File: config.mk
export PLATFORM = sky130hd
export DESIGN_NAME = planar_odometry_accumulator
export DESIGN_NICKNAME = d
export VERILOG_FILES = /design/src/hdl/podo_pkg.sv /design/src/hdl/podo_isqrt.sv /design/src/hdl/podo_dpath.sv /design/src/hdl/podo_ctrl.sv /design/src/hdl/planar_odometry_accumulator.sv
export SDC_FILE = /design/constraint.sdc
export NUM_CORES = 2
export LEC_CHECK = 0
export BUFFER_PORTS_ARGS = -buffer_cell sky130_fd_sc_hd__buf_2
export CAP_MARGIN = 10
export CORE_AREA = 10 10 400 325
export CTS_CLUSTER_DIAMETER = 100
export DETAILED_ROUTE_END_ITERATION = 10
export DIE_AREA = 0 0 410 335
export PLACE_DENSITY = 0.66
export RECOVER_POWER = 50
export SKIP_CTS_REPAIR_TIMING = 1
export SYNTH_ARGS = -nofsm -noshare
export SYNTH_HDL_FRONTEND = slang
export SYNTH_SLANG_ARGS = --single-unit
File: constraint.sdc
create_clock -name i_clk -period 15.2 [get_ports i_clk]
set_input_delay 3.04 -clock i_clk [delete_from_list [all_inputs] [get_ports i_clk]]
set_output_delay 3.04 -clock i_clk [all_outputs]
set_load 0.01 [all_outputs]
File: src/hdl/podo_pkg.sv
// Shared widths, codes, command and status types for the planar odometry accumulator.
// Used by every module of the block; depends on nothing else.
`timescale 1ns / 1ps

package podo_pkg;

    // Field widths.
    localparam int CW         = 24;               // coordinate and depth width, Q16.8
    localparam int DW         = 48;               // distance width, Q40.8
    localparam int TICK_W     = 16;               // idle tick counter and stale limit
    localparam int CMD_W      = 2;
    localparam int UNIT_SEL_W = 3;

    // Unit factors are unsigned Q.24 values.
    localparam int UNIT_FRAC  = 24;
    localparam int UNIT_W     = 26;
    localparam int HI_W       = DW - UNIT_FRAC;

    // Square root: radicand dx^2+dy^2 needs 2*CW+1 bits, padded to an even count.
    localparam int SQ_W       = 2 * CW;
    localparam int ROOT_W     = CW + 1;
    localparam int RAD_W      = 2 * ROOT_W;
    localparam int REM_W      = ROOT_W + 1;
    localparam int ROOT_CNT_W = $clog2(ROOT_W + 1);

    // Shared multiplier operand widths.
    localparam int MUL_A_W0   = (CW > HI_W) ? CW : HI_W;
    localparam int MUL_A_W    = (MUL_A_W0 > UNIT_FRAC) ? MUL_A_W0 : UNIT_FRAC;
    localparam int MUL_B_W    = (CW > UNIT_W) ? CW : UNIT_W;
    localparam int PROD_W     = MUL_A_W + MUL_B_W;

    // Configuration port.
    localparam int CFG_IDX_W  = 2;
    localparam int CFG_DATA_W = (CW > TICK_W) ? CW : TICK_W;

    localparam logic [CFG_IDX_W-1:0] REG_DEPTH_THR   = 2'd0;
    localparam logic [CFG_IDX_W-1:0] REG_STALE_TICKS = 2'd1;
    localparam logic [CFG_IDX_W-1:0] REG_UNIT_SEL    = 2'd2;

    localparam logic [CW-1:0]     DEPTH_THR_RESET   = {1'b0, {(CW-1){1'b1}}};
    localparam logic [TICK_W-1:0] STALE_TICKS_RESET = 16'd10;

    // Input item kinds.
    localparam logic [CMD_W-1:0] CMD_POS   = 2'd0;
    localparam logic [CMD_W-1:0] CMD_DEPTH = 2'd1;
    localparam logic [CMD_W-1:0] CMD_TICK  = 2'd2;

    // Output unit codes.
    localparam logic [UNIT_SEL_W-1:0] UNIT_METRES = 3'd0;
    localparam logic [UNIT_SEL_W-1:0] UNIT_FEET   = 3'd1;
    localparam logic [UNIT_SEL_W-1:0] UNIT_YARDS  = 3'd2;
    localparam logic [UNIT_SEL_W-1:0] UNIT_KM     = 3'd3;
    localparam logic [UNIT_SEL_W-1:0] UNIT_MILES  = 3'd4;

    // Commands from the controller to the datapath.
    typedef struct packed {
        logic load_in;     // capture the accepted input item
        logic commit;      // apply the item to position, depth and tick state
        logic diff;        // form the absolute coordinate differences
        logic sq_x;        // multiply dx by dx
        logic sq_y;        // multiply dy by dy
        logic root_start;  // sum the squares and start the square root
        logic acc;         // add the step to the accumulators
        logic sc_hi;       // multiply the upper part of the total by the unit factor
        logic sc_lo;       // multiply the lower part of the total by the unit factor
        logic sc_sum;      // combine the partial products with saturation
        logic out_load;    // load the result register
    } t_cmd;

    // Status from the datapath to the controller.
    typedef struct packed {
        logic step_pending; // position item with a previous position on record
        logic root_done;    // square root finished this cycle
    } t_sts;

    // Unit factor in Q.24; unknown codes fall back to metres.
    function automatic logic [UNIT_W-1:0] unit_factor(input logic [UNIT_SEL_W-1:0] sel);
        logic [UNIT_W-1:0] f;
        unique case (sel)
            UNIT_FEET:  f = UNIT_W'(32'd55043361);
            UNIT_YARDS: f = UNIT_W'(32'd18347731);
            UNIT_KM:    f = UNIT_W'(32'd16777);
            UNIT_MILES: f = UNIT_W'(32'd10425);
            default:    f = UNIT_W'(32'd16777216);
        endcase
        return f;
    endfunction

endpackage

File: src/hdl/podo_isqrt.sv
// Bit-serial floor square root, two radicand bits per cycle, restoring form.
// Uses widths from podo_pkg.
`timescale 1ns / 1ps

module podo_isqrt (
    input  logic                        i_clk,
    input  logic                        i_rst_n,
    input  logic                        i_start,
    input  logic [podo_pkg::RAD_W-1:0]  i_radicand,
    output logic                        o_done,
    output logic [podo_pkg::ROOT_W-1:0] o_root
);

    logic                            r_busy;
    logic                            r_done;
    logic [podo_pkg::ROOT_CNT_W-1:0] r_cnt;
    logic [podo_pkg::RAD_W-1:0]      r_rad;
    logic [podo_pkg::REM_W-1:0]      r_rem;
    logic [podo_pkg::ROOT_W-1:0]     r_root;

    logic [1:0]                      w_pair;
    logic [podo_pkg::REM_W+1:0]      w_shift;
    logic [podo_pkg::REM_W+1:0]      w_trial;
    logic [podo_pkg::REM_W+1:0]      w_diff;
    logic                            w_ge;

    // One iteration: bring down two bits and try to subtract 4*root+1.
    always_comb begin
        w_pair  = r_rad[podo_pkg::RAD_W-1 -: 2];
        w_shift = {r_rem, w_pair};
        w_trial = {1'b0, r_root, 2'b01};
        w_ge    = (w_shift >= w_trial);
        w_diff  = w_shift - w_trial;
    end

    // Iteration registers; the counter runs one step per root bit.
    always_ff @(posedge i_clk) begin
        if (!i_rst_n) begin
            r_busy <= 1'b0;
            r_done <= 1'b0;
            r_cnt  <= '0;
        end else if (i_start) begin
            r_busy <= 1'b1;
            r_done <= 1'b0;
            r_cnt  <= podo_pkg::ROOT_CNT_W'(podo_pkg::ROOT_W);
            r_rad  <= i_radicand;
            r_rem  <= '0;
            r_root <= '0;
        end else if (r_busy) begin
            r_rad  <= {r_rad[podo_pkg::RAD_W-3:0], 2'b00};
            r_rem  <= w_ge ? w_diff[podo_pkg::REM_W-1:0] : w_shift[podo_pkg::REM_W-1:0];
            r_root <= {r_root[podo_pkg::ROOT_W-2:0], w_ge};
            r_cnt  <= r_cnt - 1'b1;
            if (r_cnt == podo_pkg::ROOT_CNT_W'(1)) begin
                r_busy <= 1'b0;
                r_done <= 1'b1;
            end
        end else begin
            r_done <= 1'b0;
        end
    end

    assign o_done = r_done;
    assign o_root = r_root;

endmodule

File: src/hdl/podo_dpath.sv
// Datapath: configuration registers, odometry state, shared multiplier, square root,
// saturating accumulators, unit scaling and result register. Uses podo_pkg and podo_isqrt.
`timescale 1ns / 1ps

module podo_dpath (
    input  logic                            i_clk,
    input  logic                            i_rst_n,
    input  logic                            i_cfg_we,
    input  logic [podo_pkg::CFG_IDX_W-1:0]  i_cfg_index,
    input  logic [podo_pkg::CFG_DATA_W-1:0] i_cfg_wdata,
    input  logic [podo_pkg::CMD_W-1:0]      i_in_cmd,
    input  logic [podo_pkg::CW-1:0]         i_in_pos_x,
    input  logic [podo_pkg::CW-1:0]         i_in_pos_y,
    input  logic [podo_pkg::CW-1:0]         i_in_depth,
    input  podo_pkg::t_cmd                  i_cmd,
    output podo_pkg::t_sts                  o_sts,
    output logic [podo_pkg::DW-1:0]         o_total_distance,
    output logic [podo_pkg::DW-1:0]         o_depth_distance,
    output logic [podo_pkg::DW-1:0]         o_scaled_distance,
    output logic                            o_stale
);

    // Configuration registers.
    logic [podo_pkg::CW-1:0]         r_depth_thr;
    logic [podo_pkg::TICK_W-1:0]     r_stale_ticks;
    logic [podo_pkg::UNIT_SEL_W-1:0] r_unit_sel;

    // Odometry state.
    logic                            r_have_pos;
    logic [podo_pkg::CW-1:0]         r_last_x;
    logic [podo_pkg::CW-1:0]         r_last_y;
    logic [podo_pkg::CW-1:0]         r_cur_depth;
    logic [podo_pkg::DW-1:0]         r_total;
    logic [podo_pkg::DW-1:0]         r_at_depth;
    logic [podo_pkg::TICK_W-1:0]     r_idle;

    // Captured item and working registers.
    logic [podo_pkg::CMD_W-1:0]      r_in_cmd;
    logic [podo_pkg::CW-1:0]         r_in_x;
    logic [podo_pkg::CW-1:0]         r_in_y;
    logic [podo_pkg::CW-1:0]         r_in_depth;
    logic [podo_pkg::CW-1:0]         r_dx;
    logic [podo_pkg::CW-1:0]         r_dy;
    logic [podo_pkg::SQ_W-1:0]       r_sqx;
    logic [podo_pkg::PROD_W-1:0]     r_prod;
    logic [podo_pkg::PROD_W-1:0]     r_phi;
    logic [podo_pkg::DW-1:0]         r_scaled;

    // Result register.
    logic [podo_pkg::DW-1:0]         r_out_total;
    logic [podo_pkg::DW-1:0]         r_out_depth;
    logic [podo_pkg::DW-1:0]         r_out_scaled;
    logic                            r_out_stale;

    logic [podo_pkg::CW:0]           w_ddx;
    logic [podo_pkg::CW:0]           w_ddy;
    logic [podo_pkg::CW:0]           w_adx;
    logic [podo_pkg::CW:0]           w_ady;
    logic [podo_pkg::MUL_A_W-1:0]    w_mul_a;
    logic [podo_pkg::MUL_B_W-1:0]    w_mul_b;
    logic [podo_pkg::PROD_W-1:0]     w_prod;
    logic [podo_pkg::UNIT_W-1:0]     w_factor;
    logic [podo_pkg::RAD_W-1:0]      w_rad;
    logic                            w_root_done;
    logic [podo_pkg::ROOT_W-1:0]     w_root;
    logic [podo_pkg::DW:0]           w_tot_sum;
    logic [podo_pkg::DW:0]           w_dep_sum;
    logic                            w_deep;
    logic [podo_pkg::UNIT_W-1:0]     w_frac;
    logic [podo_pkg::DW:0]           w_sc_sum;
    logic                            w_sc_over;

    // Configuration writes; indexes beyond the list are ignored.
    always_ff @(posedge i_clk) begin
        if (!i_rst_n) begin
            r_depth_thr   <= podo_pkg::DEPTH_THR_RESET;
            r_stale_ticks <= podo_pkg::STALE_TICKS_RESET;
            r_unit_sel    <= podo_pkg::UNIT_METRES;
        end else if (i_cfg_we) begin
            unique case (i_cfg_index)
                podo_pkg::REG_DEPTH_THR:   r_depth_thr   <= i_cfg_wdata[podo_pkg::CW-1:0];
                podo_pkg::REG_STALE_TICKS: r_stale_ticks <= i_cfg_wdata[podo_pkg::TICK_W-1:0];
                podo_pkg::REG_UNIT_SEL:    r_unit_sel    <= i_cfg_wdata[podo_pkg::UNIT_SEL_W-1:0];
                default: ;
            endcase
        end
    end

    // Absolute coordinate differences; the signed difference needs one extra bit.
    always_comb begin
        w_ddx = {r_in_x[podo_pkg::CW-1], r_in_x} - {r_last_x[podo_pkg::CW-1], r_last_x};
        w_ddy = {r_in_y[podo_pkg::CW-1], r_in_y} - {r_last_y[podo_pkg::CW-1], r_last_y};
        w_adx = w_ddx[podo_pkg::CW] ? (~w_ddx + 1'b1) : w_ddx;
        w_ady = w_ddy[podo_pkg::CW] ? (~w_ddy + 1'b1) : w_ddy;
    end

    // Shared multiplier operand selection.
    always_comb begin
        w_factor = podo_pkg::unit_factor(r_unit_sel);
        w_mul_a  = podo_pkg::MUL_A_W'(r_dx);
        w_mul_b  = podo_pkg::MUL_B_W'(r_dx);
        if (i_cmd.sq_y) begin
            w_mul_a = podo_pkg::MUL_A_W'(r_dy);
            w_mul_b = podo_pkg::MUL_B_W'(r_dy);
        end else if (i_cmd.sc_hi) begin
            w_mul_a = podo_pkg::MUL_A_W'(r_total[podo_pkg::DW-1:podo_pkg::UNIT_FRAC]);
            w_mul_b = podo_pkg::MUL_B_W'(w_factor);
        end else if (i_cmd.sc_lo) begin
            w_mul_a = podo_pkg::MUL_A_W'(r_total[podo_pkg::UNIT_FRAC-1:0]);
            w_mul_b = podo_pkg::MUL_B_W'(w_factor);
        end
        w_prod = w_mul_a * w_mul_b;
    end

    // Sum of squares feeds the square root unit.
    assign w_rad = {2'b00, r_sqx} + {2'b00, r_prod[podo_pkg::SQ_W-1:0]};

    podo_isqrt u_isqrt (
        .i_clk      (i_clk),
        .i_rst_n    (i_rst_n),
        .i_start    (i_cmd.root_start),
        .i_radicand (w_rad),
        .o_done     (w_root_done),
        .o_root     (w_root)
    );

    // Saturating accumulator sums and the depth test.
    always_comb begin
        w_tot_sum = {1'b0, r_total} + (podo_pkg::DW+1)'(w_root);
        w_dep_sum = {1'b0, r_at_depth} + (podo_pkg::DW+1)'(w_root);
        w_deep    = ($signed(r_cur_depth) > $signed(r_depth_thr));
    end

    // Scaled total: upper partial product plus the integer part of the lower one.
    always_comb begin
        w_frac    = r_prod[podo_pkg::UNIT_FRAC+podo_pkg::UNIT_W-1:podo_pkg::UNIT_FRAC];
        w_sc_sum  = {1'b0, r_phi[podo_pkg::DW-1:0]} + (podo_pkg::DW+1)'(w_frac);
        w_sc_over = (|r_phi[podo_pkg::PROD_W-1:podo_pkg::DW]) || w_sc_sum[podo_pkg::DW];
    end

    // Working registers, which carry payload only.
    always_ff @(posedge i_clk) begin
        if (i_cmd.load_in) begin
            r_in_cmd   <= i_in_cmd;
            r_in_x     <= i_in_pos_x;
            r_in_y     <= i_in_pos_y;
            r_in_depth <= i_in_depth;
        end
        if (i_cmd.diff) begin
            r_dx <= w_adx[podo_pkg::CW-1:0];
            r_dy <= w_ady[podo_pkg::CW-1:0];
        end
        if (i_cmd.sq_x || i_cmd.sq_y || i_cmd.sc_hi || i_cmd.sc_lo) begin
            r_prod <= w_prod;
        end
        if (i_cmd.sq_y) begin
            r_sqx <= r_prod[podo_pkg::SQ_W-1:0];
        end
        if (i_cmd.sc_lo) begin
            r_phi <= r_prod;
        end
        if (i_cmd.sc_sum) begin
            r_scaled <= w_sc_over ? '1 : w_sc_sum[podo_pkg::DW-1:0];
        end
        if (i_cmd.out_load) begin
            r_out_total  <= r_total;
            r_out_depth  <= r_at_depth;
            r_out_scaled <= r_scaled;
            r_out_stale  <= (r_idle > r_stale_ticks);
        end
    end

    // Odometry state updates.
    always_ff @(posedge i_clk) begin
        if (!i_rst_n) begin
            r_have_pos  <= 1'b0;
            r_last_x    <= '0;
            r_last_y    <= '0;
            r_cur_depth <= '0;
            r_total     <= '0;
            r_at_depth  <= '0;
            r_idle      <= '0;
        end else begin
            if (i_cmd.acc) begin
                r_total <= w_tot_sum[podo_pkg::DW] ? '1 : w_tot_sum[podo_pkg::DW-1:0];
                if (w_deep) begin
                    r_at_depth <= w_dep_sum[podo_pkg::DW] ? '1 : w_dep_sum[podo_pkg::DW-1:0];
                end
            end
            if (i_cmd.commit) begin
                unique case (r_in_cmd)
                    podo_pkg::CMD_POS: begin
                        r_have_pos <= 1'b1;
                        r_last_x   <= r_in_x;
                        r_last_y   <= r_in_y;
                        r_idle     <= '0;
                    end
                    podo_pkg::CMD_DEPTH: begin
                        r_cur_depth <= r_in_depth;
                        r_idle      <= '0;
                    end
                    podo_pkg::CMD_TICK: begin
                        if (r_idle != '1) begin
                            r_idle <= r_idle + 1'b1;
                        end
                    end
                    default: ;
                endcase
            end
        end
    end

    assign o_sts.step_pending = (r_in_cmd == podo_pkg::CMD_POS) && r_have_pos;
    assign o_sts.root_done    = w_root_done;

    assign o_total_distance  = r_out_total;
    assign o_depth_distance  = r_out_depth;
    assign o_scaled_distance = r_out_scaled;
    assign o_stale           = r_out_stale;

endmodule

File: src/hdl/podo_ctrl.sv
// Controller: sequences one item through the datapath and runs both stream handshakes.
// Uses the command and status types of podo_pkg.
`timescale 1ns / 1ps

module podo_ctrl (
    input  logic           i_clk,
    input  logic           i_rst_n,
    input  logic           i_s_tvalid,
    output logic           o_s_tready,
    output logic           o_m_tvalid,
    input  logic           i_m_tready,
    input  podo_pkg::t_sts i_sts,
    output podo_pkg::t_cmd o_cmd
);

    typedef enum logic [3:0] {
        S_IDLE,
        S_APPLY,
        S_DIFF,
        S_SQX,
        S_SQY,
        S_SUM,
        S_ROOT,
        S_ACC,
        S_SC_HI,
        S_SC_LO,
        S_SC_SUM,
        S_OUT
    } t_state;

    t_state r_state;
    logic   r_s_ready;
    logic   r_m_valid;
    logic   w_accept;
    logic   w_out_load;

    assign w_accept   = (r_state == S_IDLE) && i_s_tvalid && r_s_ready;
    assign w_out_load = (r_state == S_OUT) && (!r_m_valid || i_m_tready);

    // Datapath commands decoded from the state.
    always_comb begin
        o_cmd            = '0;
        o_cmd.load_in    = w_accept;
        o_cmd.out_load   = w_out_load;
        unique case (r_state)
            S_APPLY:  o_cmd.commit     = !i_sts.step_pending;
            S_DIFF:   o_cmd.diff       = 1'b1;
            S_SQX:    o_cmd.sq_x       = 1'b1;
            S_SQY:    o_cmd.sq_y       = 1'b1;
            S_SUM:    o_cmd.root_start = 1'b1;
            S_ACC: begin
                o_cmd.acc    = 1'b1;
                o_cmd.commit = 1'b1;
            end
            S_SC_HI:  o_cmd.sc_hi      = 1'b1;
            S_SC_LO:  o_cmd.sc_lo      = 1'b1;
            S_SC_SUM: o_cmd.sc_sum     = 1'b1;
            default: ;
        endcase
    end

    // State, input ready and output valid.
    always_ff @(posedge i_clk) begin
        if (!i_rst_n) begin
            r_state   <= S_IDLE;
            r_s_ready <= 1'b1;
            r_m_valid <= 1'b0;
        end else begin
            if (w_out_load) begin
                r_m_valid <= 1'b1;
            end else if (i_m_tready) begin
                r_m_valid <= 1'b0;
            end
            unique case (r_state)
                S_IDLE: begin
                    if (w_accept) begin
                        r_state   <= S_APPLY;
                        r_s_ready <= 1'b0;
                    end
                end
                S_APPLY:  r_state <= i_sts.step_pending ? S_DIFF : S_SC_HI;
                S_DIFF:   r_state <= S_SQX;
                S_SQX:    r_state <= S_SQY;
                S_SQY:    r_state <= S_SUM;
                S_SUM:    r_state <= S_ROOT;
                S_ROOT: begin
                    if (i_sts.root_done) begin
                        r_state <= S_ACC;
                    end
                end
                S_ACC:    r_state <= S_SC_HI;
                S_SC_HI:  r_state <= S_SC_LO;
                S_SC_LO:  r_state <= S_SC_SUM;
                S_SC_SUM: r_state <= S_OUT;
                S_OUT: begin
                    if (w_out_load) begin
                        r_state   <= S_IDLE;
                        r_s_ready <= 1'b1;
                    end
                end
                default:  r_state <= S_IDLE;
            endcase
        end
    end

    assign o_s_tready = r_s_ready;
    assign o_m_tvalid = r_m_valid;

endmodule

File: src/hdl/planar_odometry_accumulator.sv
// Top level of the planar odometry accumulator: stream ports and configuration port.
// Instantiates podo_ctrl and podo_dpath; uses podo_pkg.
`timescale 1ns / 1ps

// Usage:
// Items arrive on the slave stream. tuser carries the kind: position sample,
// depth update or time tick; tdata carries pos_x, pos_y and depth. Every item
// gives one result on the master stream with the total path length, the path
// length below the depth threshold, the total in the selected unit and, in
// tuser, the stale flag.
// A position item after the first passes the coordinate differences, the
// squares, the bit-serial square root (one root bit at a time, then a done
// report) and the accumulation; the shared multiplier forms dx^2, dy^2 and
// two partial products of the unit scaling in separate states. Depth, tick
// and first position items go straight to the scaling. One item is worked
// on at a time; tready rises again once the result is in the output
// register, so a new item is taken while the receiver has not yet taken that
// result. If the receiver stalls, the result stays in the output register
// and the next item is held in its last step until the register is free.
// Reset clears the totals, the stored position, depth and tick count, and
// loads the register defaults. Configuration writes take effect at once; the
// user must make them while the block is idle; the block does not enforce it.
module planar_odometry_accumulator (
    input  logic                            i_clk,
    input  logic                            i_rst_n,
    // Slave stream. tdata: pos_x [23:0], pos_y [47:24], depth [71:48].
    input  logic                            i_s_tvalid,
    output logic                            o_s_tready,
    input  logic [3*podo_pkg::CW-1:0]       i_s_tdata,
    // tuser: cmd [1:0].
    input  logic [podo_pkg::CMD_W-1:0]      i_s_tuser,
    // Master stream. tdata: total_distance [47:0], depth_distance [95:48],
    // scaled_distance [143:96].
    output logic                            o_m_tvalid,
    input  logic                            i_m_tready,
    output logic [3*podo_pkg::DW-1:0]       o_m_tdata,
    // tuser: stale [0].
    output logic [0:0]                      o_m_tuser,
    // Configuration write port.
    input  logic                            i_cfg_we,
    input  logic [podo_pkg::CFG_IDX_W-1:0]  i_cfg_index,
    input  logic [podo_pkg::CFG_DATA_W-1:0] i_cfg_wdata
);

    podo_pkg::t_cmd              w_cmd;
    podo_pkg::t_sts              w_sts;
    logic [podo_pkg::DW-1:0]     w_total;
    logic [podo_pkg::DW-1:0]     w_depth_dist;
    logic [podo_pkg::DW-1:0]     w_scaled;
    logic                        w_stale;

    // Sequencer for one item at a time.
    podo_ctrl u_ctrl (
        .i_clk      (i_clk),
        .i_rst_n    (i_rst_n),
        .i_s_tvalid (i_s_tvalid),
        .o_s_tready (o_s_tready),
        .o_m_tvalid (o_m_tvalid),
        .i_m_tready (i_m_tready),
        .i_sts      (w_sts),
        .o_cmd      (w_cmd)
    );

    // Arithmetic, state and result register.
    podo_dpath u_dpath (
        .i_clk             (i_clk),
        .i_rst_n           (i_rst_n),
        .i_cfg_we          (i_cfg_we),
        .i_cfg_index       (i_cfg_index),
        .i_cfg_wdata       (i_cfg_wdata),
        .i_in_cmd          (i_s_tuser),
        .i_in_pos_x        (i_s_tdata[podo_pkg::CW-1:0]),
        .i_in_pos_y        (i_s_tdata[2*podo_pkg::CW-1:podo_pkg::CW]),
        .i_in_depth        (i_s_tdata[3*podo_pkg::CW-1:2*podo_pkg::CW]),
        .i_cmd             (w_cmd),
        .o_sts             (w_sts),
        .o_total_distance  (w_total),
        .o_depth_distance  (w_depth_dist),
        .o_scaled_distance (w_scaled),
        .o_stale           (w_stale)
    );

    // Pack the result fields, first field in the lowest bits.
    assign o_m_tdata = {w_scaled, w_depth_dist, w_total};
    assign o_m_tuser = w_stale;

endmodule

== Yosys cells after proc, flatten, opt, wreduce, memory -nomap -nowiden ==
Cells that the tools add are included.
Storage, ports and cells
  flip-flop bits (word level): 805
  latch bits: 0
  bits in writable memories: 0
  bits in read-only memories: 0
  logic and storage cells: 152
  memories kept: 0
Cells by class
  add/sub/neg operators: 11
  $mul: 1
  divide/modulo/power cells: 0
  $lt $le $gt $ge: 3
  eq/ne operators: 25
  shifts and indexed selects: 0
  mux-type cells: 42
  bitwise gates (word level): 4
  reduce and logical (&&, ||, !) cells: 32
Operators with widths (number)
  two-way mux 26 bit: 5
  two-way mux 24 bit: 5
  one-hot mux 26 bit (4 select lines): 1
  two-way mux 50 bit: 2
  adder 48 x 25 -> 49 bit: 2
  two-way mux 48 bit: 2
  multiplier 24 x 26 -> 50 bit: 1
  subtractor 24 x 24 -> 25 bit: 2
  adder 48 x 26 -> 49 bit: 1
  adder 48 x 48 -> 49 bit: 1
  adder 24 x 1 -> 24 bit, second input constant: 2
  inverter 24 bit: 2
  one-hot mux 4 bit (12 select lines): 1
  one-hot mux 16 bit (2 select lines): 1
  >= comparator 28 x 27 -> 1 bit: 1
  subtractor 26 bit: 1
  two-way mux 25 bit: 1
  greater-than comparator 24 bit: 1
  adder 16 x 1 -> 16 bit, second input constant: 1
  equality test 4 x 3 -> 1 bit, second input constant: 4
  equality test 4 bit, second input constant: 4
  greater-than comparator 16 bit: 1
  two-way mux 16 bit: 1
  two-way mux 4 bit: 4
  25 further kinds: 71

== Longest topological paths before layout ==
  depth in word-level cells: 6
  depth in mapped cells: 37

== Cells and area by module ==
A second synthesis with hierarchy kept.
Second synthesis, totals
  cell total of the unflattened synthesis: 6308
  area total of the unflattened synthesis: 61726.7 um^2
By module, submodules not included
  podo_dpath: times used 1, cells an instance 5771, area each 55411.9 um^2, seq. area each 18467.7 um^2
  podo_isqrt: times used 1, cells an instance 485, area each 5871.9 um^2, seq. area each 3173.0 um^2
  podo_ctrl: times used 1, cells an instance 52, area each 442.9 um^2, seq. area each 120.1 um^2

== Worst setup path before layout ==
OpenSTA, ideal clock, no wires.
  path type: reg-to-reg
  start point: reg u_ctrl.r_state[0]
  end point: reg u_dpath.r_prod[49] in the netlist's numbering, data pin
  setup time: 259 ps
  data arrival time: 9466 ps
  required time: 14941 ps
  slack: 5475 ps
  stages on the path, launching flop included: 35
  clock period less this slack: 9725 ps
  path through: dfxtp_1 clkbuf_1 nand3_1 inv_1 clkbuf_1 a22oi_1 nand2_1 o21a_1 clkbuf_1 nand2_1 fa_1 inv_1 fa_1 inv_1 fa_1 inv_1 fa_1 inv_1 fa_1 inv_1 fa_1 inv_1 fa_1 inv_1 ha_1 a21oi_1 o21ai_0 a311oi_1 o221ai_1 o21ai_1 a31oi_1 a41o_1 o2111ai_1 a21oi_1 xnor2_1
Between the ends
  cells in the longest elaborated chain, start to end: 6
  elaborated cells between the ends (all ways): 13
RTL lines
  start: declaration: RTL line podo_ctrl.sv:31  | t_state r_state;
  start signal: assignment: RTL line podo_ctrl.sv:81  | S_APPLY: r_state <= i_sts.step_pending ? S_DIFF : S_SC_HI;
  equality test 4 bit: RTL line podo_ctrl.sv:45  | unique case (r_state)
  two-way mux 1 bit: RTL line podo_ctrl.sv:45
  two-way mux 24 bit or two-way mux 26 bit (tied branches): RTL line podo_dpath.sv:108  | end else if (i_cmd.sc_lo) begin
  two-way mux 24 bit or two-way mux 26 bit (tied branches): RTL line podo_dpath.sv:105  | end else if (i_cmd.sc_hi) begin
  two-way mux 24 bit or two-way mux 26 bit (tied branches): RTL line podo_dpath.sv:102  | if (i_cmd.sq_y) begin
  multiplier 24 x 26 -> 50 bit *: RTL line podo_dpath.sv:112  | w_prod = w_mul_a * w_mul_b;
  via u_dpath.w_prod, one bit: RTL line podo_dpath.sv:61  | logic [podo_pkg::PROD_W-1:0] w_prod;
  end signal: assignment: RTL line podo_dpath.sv:154  | r_prod <= w_prod;
  end: declaration: RTL line podo_dpath.sv:45  | logic [podo_pkg::PROD_W-1:0] r_prod;
Mark *: on every way through the listed nets, which the timed path passes. The rest lies on a longest branch.
A chain may end at the register's enable or synchronous reset.

== Worst setup path after layout ==
Ends and elaborated chain as after synthesis.

==> flow_summary.json <==
{
  "drc": 0,
  "holdCritPathClass": "flip-flop to flip-flop",
  "num_io_pins": 252,
  "fp.dieW_microns": 410,
  "syn_area_per_cell_sq_um": 9.68,
  "synth_cell_types": 94,
  "initial_utilization_pct": 49.6,
  "drive_gt1_share_pct": 8.09,
  "gp_congestion": 0.992,
  "finalCritPeriodShare_pct": 87.0,
  "setup_tns_ns": 0,
  "synth_top_cell_by_area": "edfxtp_1",
  "cp.required_ns": 15.67,
  "violations": "max-capacitance violations, max-slew violations",
  "cts_tree": "built",
  "netlist_area_sq_um": 60500,
  "slowest_stage": "a21oi_1",
  "ant_nets": 0,
  "grt_pass1_vias": 45100,
  "hold_viol": 0,
  "cpPeakStageDelay_ns": 2.86,
  "synth_cells": 6252,
  "core_sq_um": 122000,
  "initialDrtViolationCount": 4690,
  "min_period_ns": 13.23,
  "cts.path.max_buffers": 3,
  "die_area_sq_um": 137000,
  "wl_per_cell_microns": 21.6,
  "fmax_mhz": 75.6,
  "relSlewSlack_pct": -175,
  "synthTopCellsByCount": "inv_1 (837), nand2_1 (837), edfxtp_1 (564)",
  "rsz0062_at_grt": "no",
  "status": "complete, but fails checks",
  "nets": 7474,
  "crit_top_cell": "fa_1",
  "worst_slew_pin_slew_ns": 4.12,
  "timing_max_transition_violations_final": 653,
  "placementRows": 115,
  "viasPerCell": 5.66,
  "numPortBuffers": 251,
  "synthTopCellsByArea": "edfxtp_1 (28%), fa_1 (18%), ha_1 (8.7%)",
  "setup_viol": 0,
  "dpl_worst_slack_ns": 3.92,
  "finClkSkew_ns": 0.0336,
  "synth-edff-count": 564,
  "clk_latency_ns": 0.72,
  "antenna_found_initial": 9,
  "routed_wl_mm": 176,
  "cp_max_fo": 50,
  "grt_overflow": 0,
  "ys_async_sr_fraction_pct": 0,
  "cts-root-buf": "clkbuf_16",
  "grt_pass1_wl_mm": 270,
  "synth_warnings": 0,
  "arrival_ns": 13.69,
  "start_kind": "flip-flop",
  "clk_pin_slew_worst_paths_ns": 0.06,
  "ys.flop_type": "edfxtp_1",
  "dr.pass1.iters": 6,
  "vias": 46000,
  "drv_cap": 12,
  "worstSetupPathType": "flip-flop to flip-flop",
  "hpwlAfterDp_mm": 135,
  "track_usage_pct": 25.2,
  "crit_path_end_kind": "flip-flop",
  "htreeDepth": 3,
  "syn_to_final_growth_pct": 9.76,
  "syn-num-nets": 7309,
  "grt_max_degree": 89,
  "ys_seq_area_share_pct": 36.0,
  "clock-sinks": 805,
  "cts_buffers": 84,
  "die_h_microns": 335,
  "setup_slack_ns": 1.97,
  "netlist.area_leader.share_pct": 28.0,
  "ys_ff_latch": 805
}
-- metal layers --
layer  GRT usage [%]  part of all wire (%)
met3            8.14                    12
met4            7.73                   3.3
met5               0                 0.034
met1            35.9                    44
met2            36.1                    41
-- layout by cell type (no fill, tap or decap), types with 239 or more instances in the layout --
master and n:
nand2_1 837, inv_1 834, edfxtp_1 564, nor2_1 549, fa_1 532, ha_1 420
a21oi_1 401, o21ai_0 243, dfxtp_1 241, buf_2 239
-- sequential cells by signal, indices dropped and copies added, names as in the netlist, 25 cells and up --
register and cells:
u_dpath.u_isqrt.r_rad 50, u_dpath.u_isqrt.r_rem 26, u_dpath.r_at_depth 48, u_dpath.r_sqx 48, u_dpath.r_total 48, u_dpath.r_scaled 48
u_dpath.o_scaled_distance 48, u_dpath.r_prod 50, u_dpath.o_depth_distance 48, u_dpath.r_phi 50, u_dpath.o_total_distance 48, u_dpath.u_isqrt.o_root 25
-- worst paths after layout --
kind	from	to	slack (ns)	cells past startpoint
setup / recovery	u_ctrl.r_state[0]	u_dpath.r_prod[49]	1.97	28
hold / removal	u_dpath.r_scaled[1]	u_dpath.o_scaled_distance[1]	0.42	0
setup reg to reg	u_ctrl.r_state[0]	u_dpath.r_prod[49]	1.97	28
hold reg to reg	u_dpath.r_scaled[1]	u_dpath.o_scaled_distance[1]	0.42	0
-- per-stage QoR --
stage	instance area, sq um	utilization (%)	instances	hold WS (ns)
after floorplan	60500	-	6252	0.400
after global placement	63600	52.2	7969	0.402
after detailed placement	63600	52.2	7969	0.405
after CTS	66500	54.6	8124	0.418
after global routing	66400	54.5	8127	0.421
final	66400	54.5	8128	0.415
-- layout make-up --
cell class,instances,area (sq um)
multi-input combinational,4369,34800
tap,1638,2050
timing repair buffer,316,1700
fill,10800,55500
clock buffer,105,2320
inverter,841,3160
clock inverter,50,603
antenna,4,10.0
sequential,805,21800
-- critical path: cells and delay by family, from the launching register on --
family	cells	cell delay (ns)
xor gates and xnor gates	1	0.14
and+or+nand+nor	5	0.99
DFF	1	0.84
adders and majority gates	8	3.75
buffers and inverters	6	1.91
AOI/OAI and AO/OA	8	5.24
-- cells by family after synthesis --
group           Yosys count  share of synthesized area [%]
compound gates         1207                           12.5
flops                   805                           36.0
buf+inv                1078                           6.72
mux                      23                          0.385
simple gates           1871                           13.5
xor+xnor                316                           4.60
fa+ha+maj               952                           26.3
Power is not shown: default switching activity piles up to over one toggle a cycle in this logic, so the estimate is an artifact.
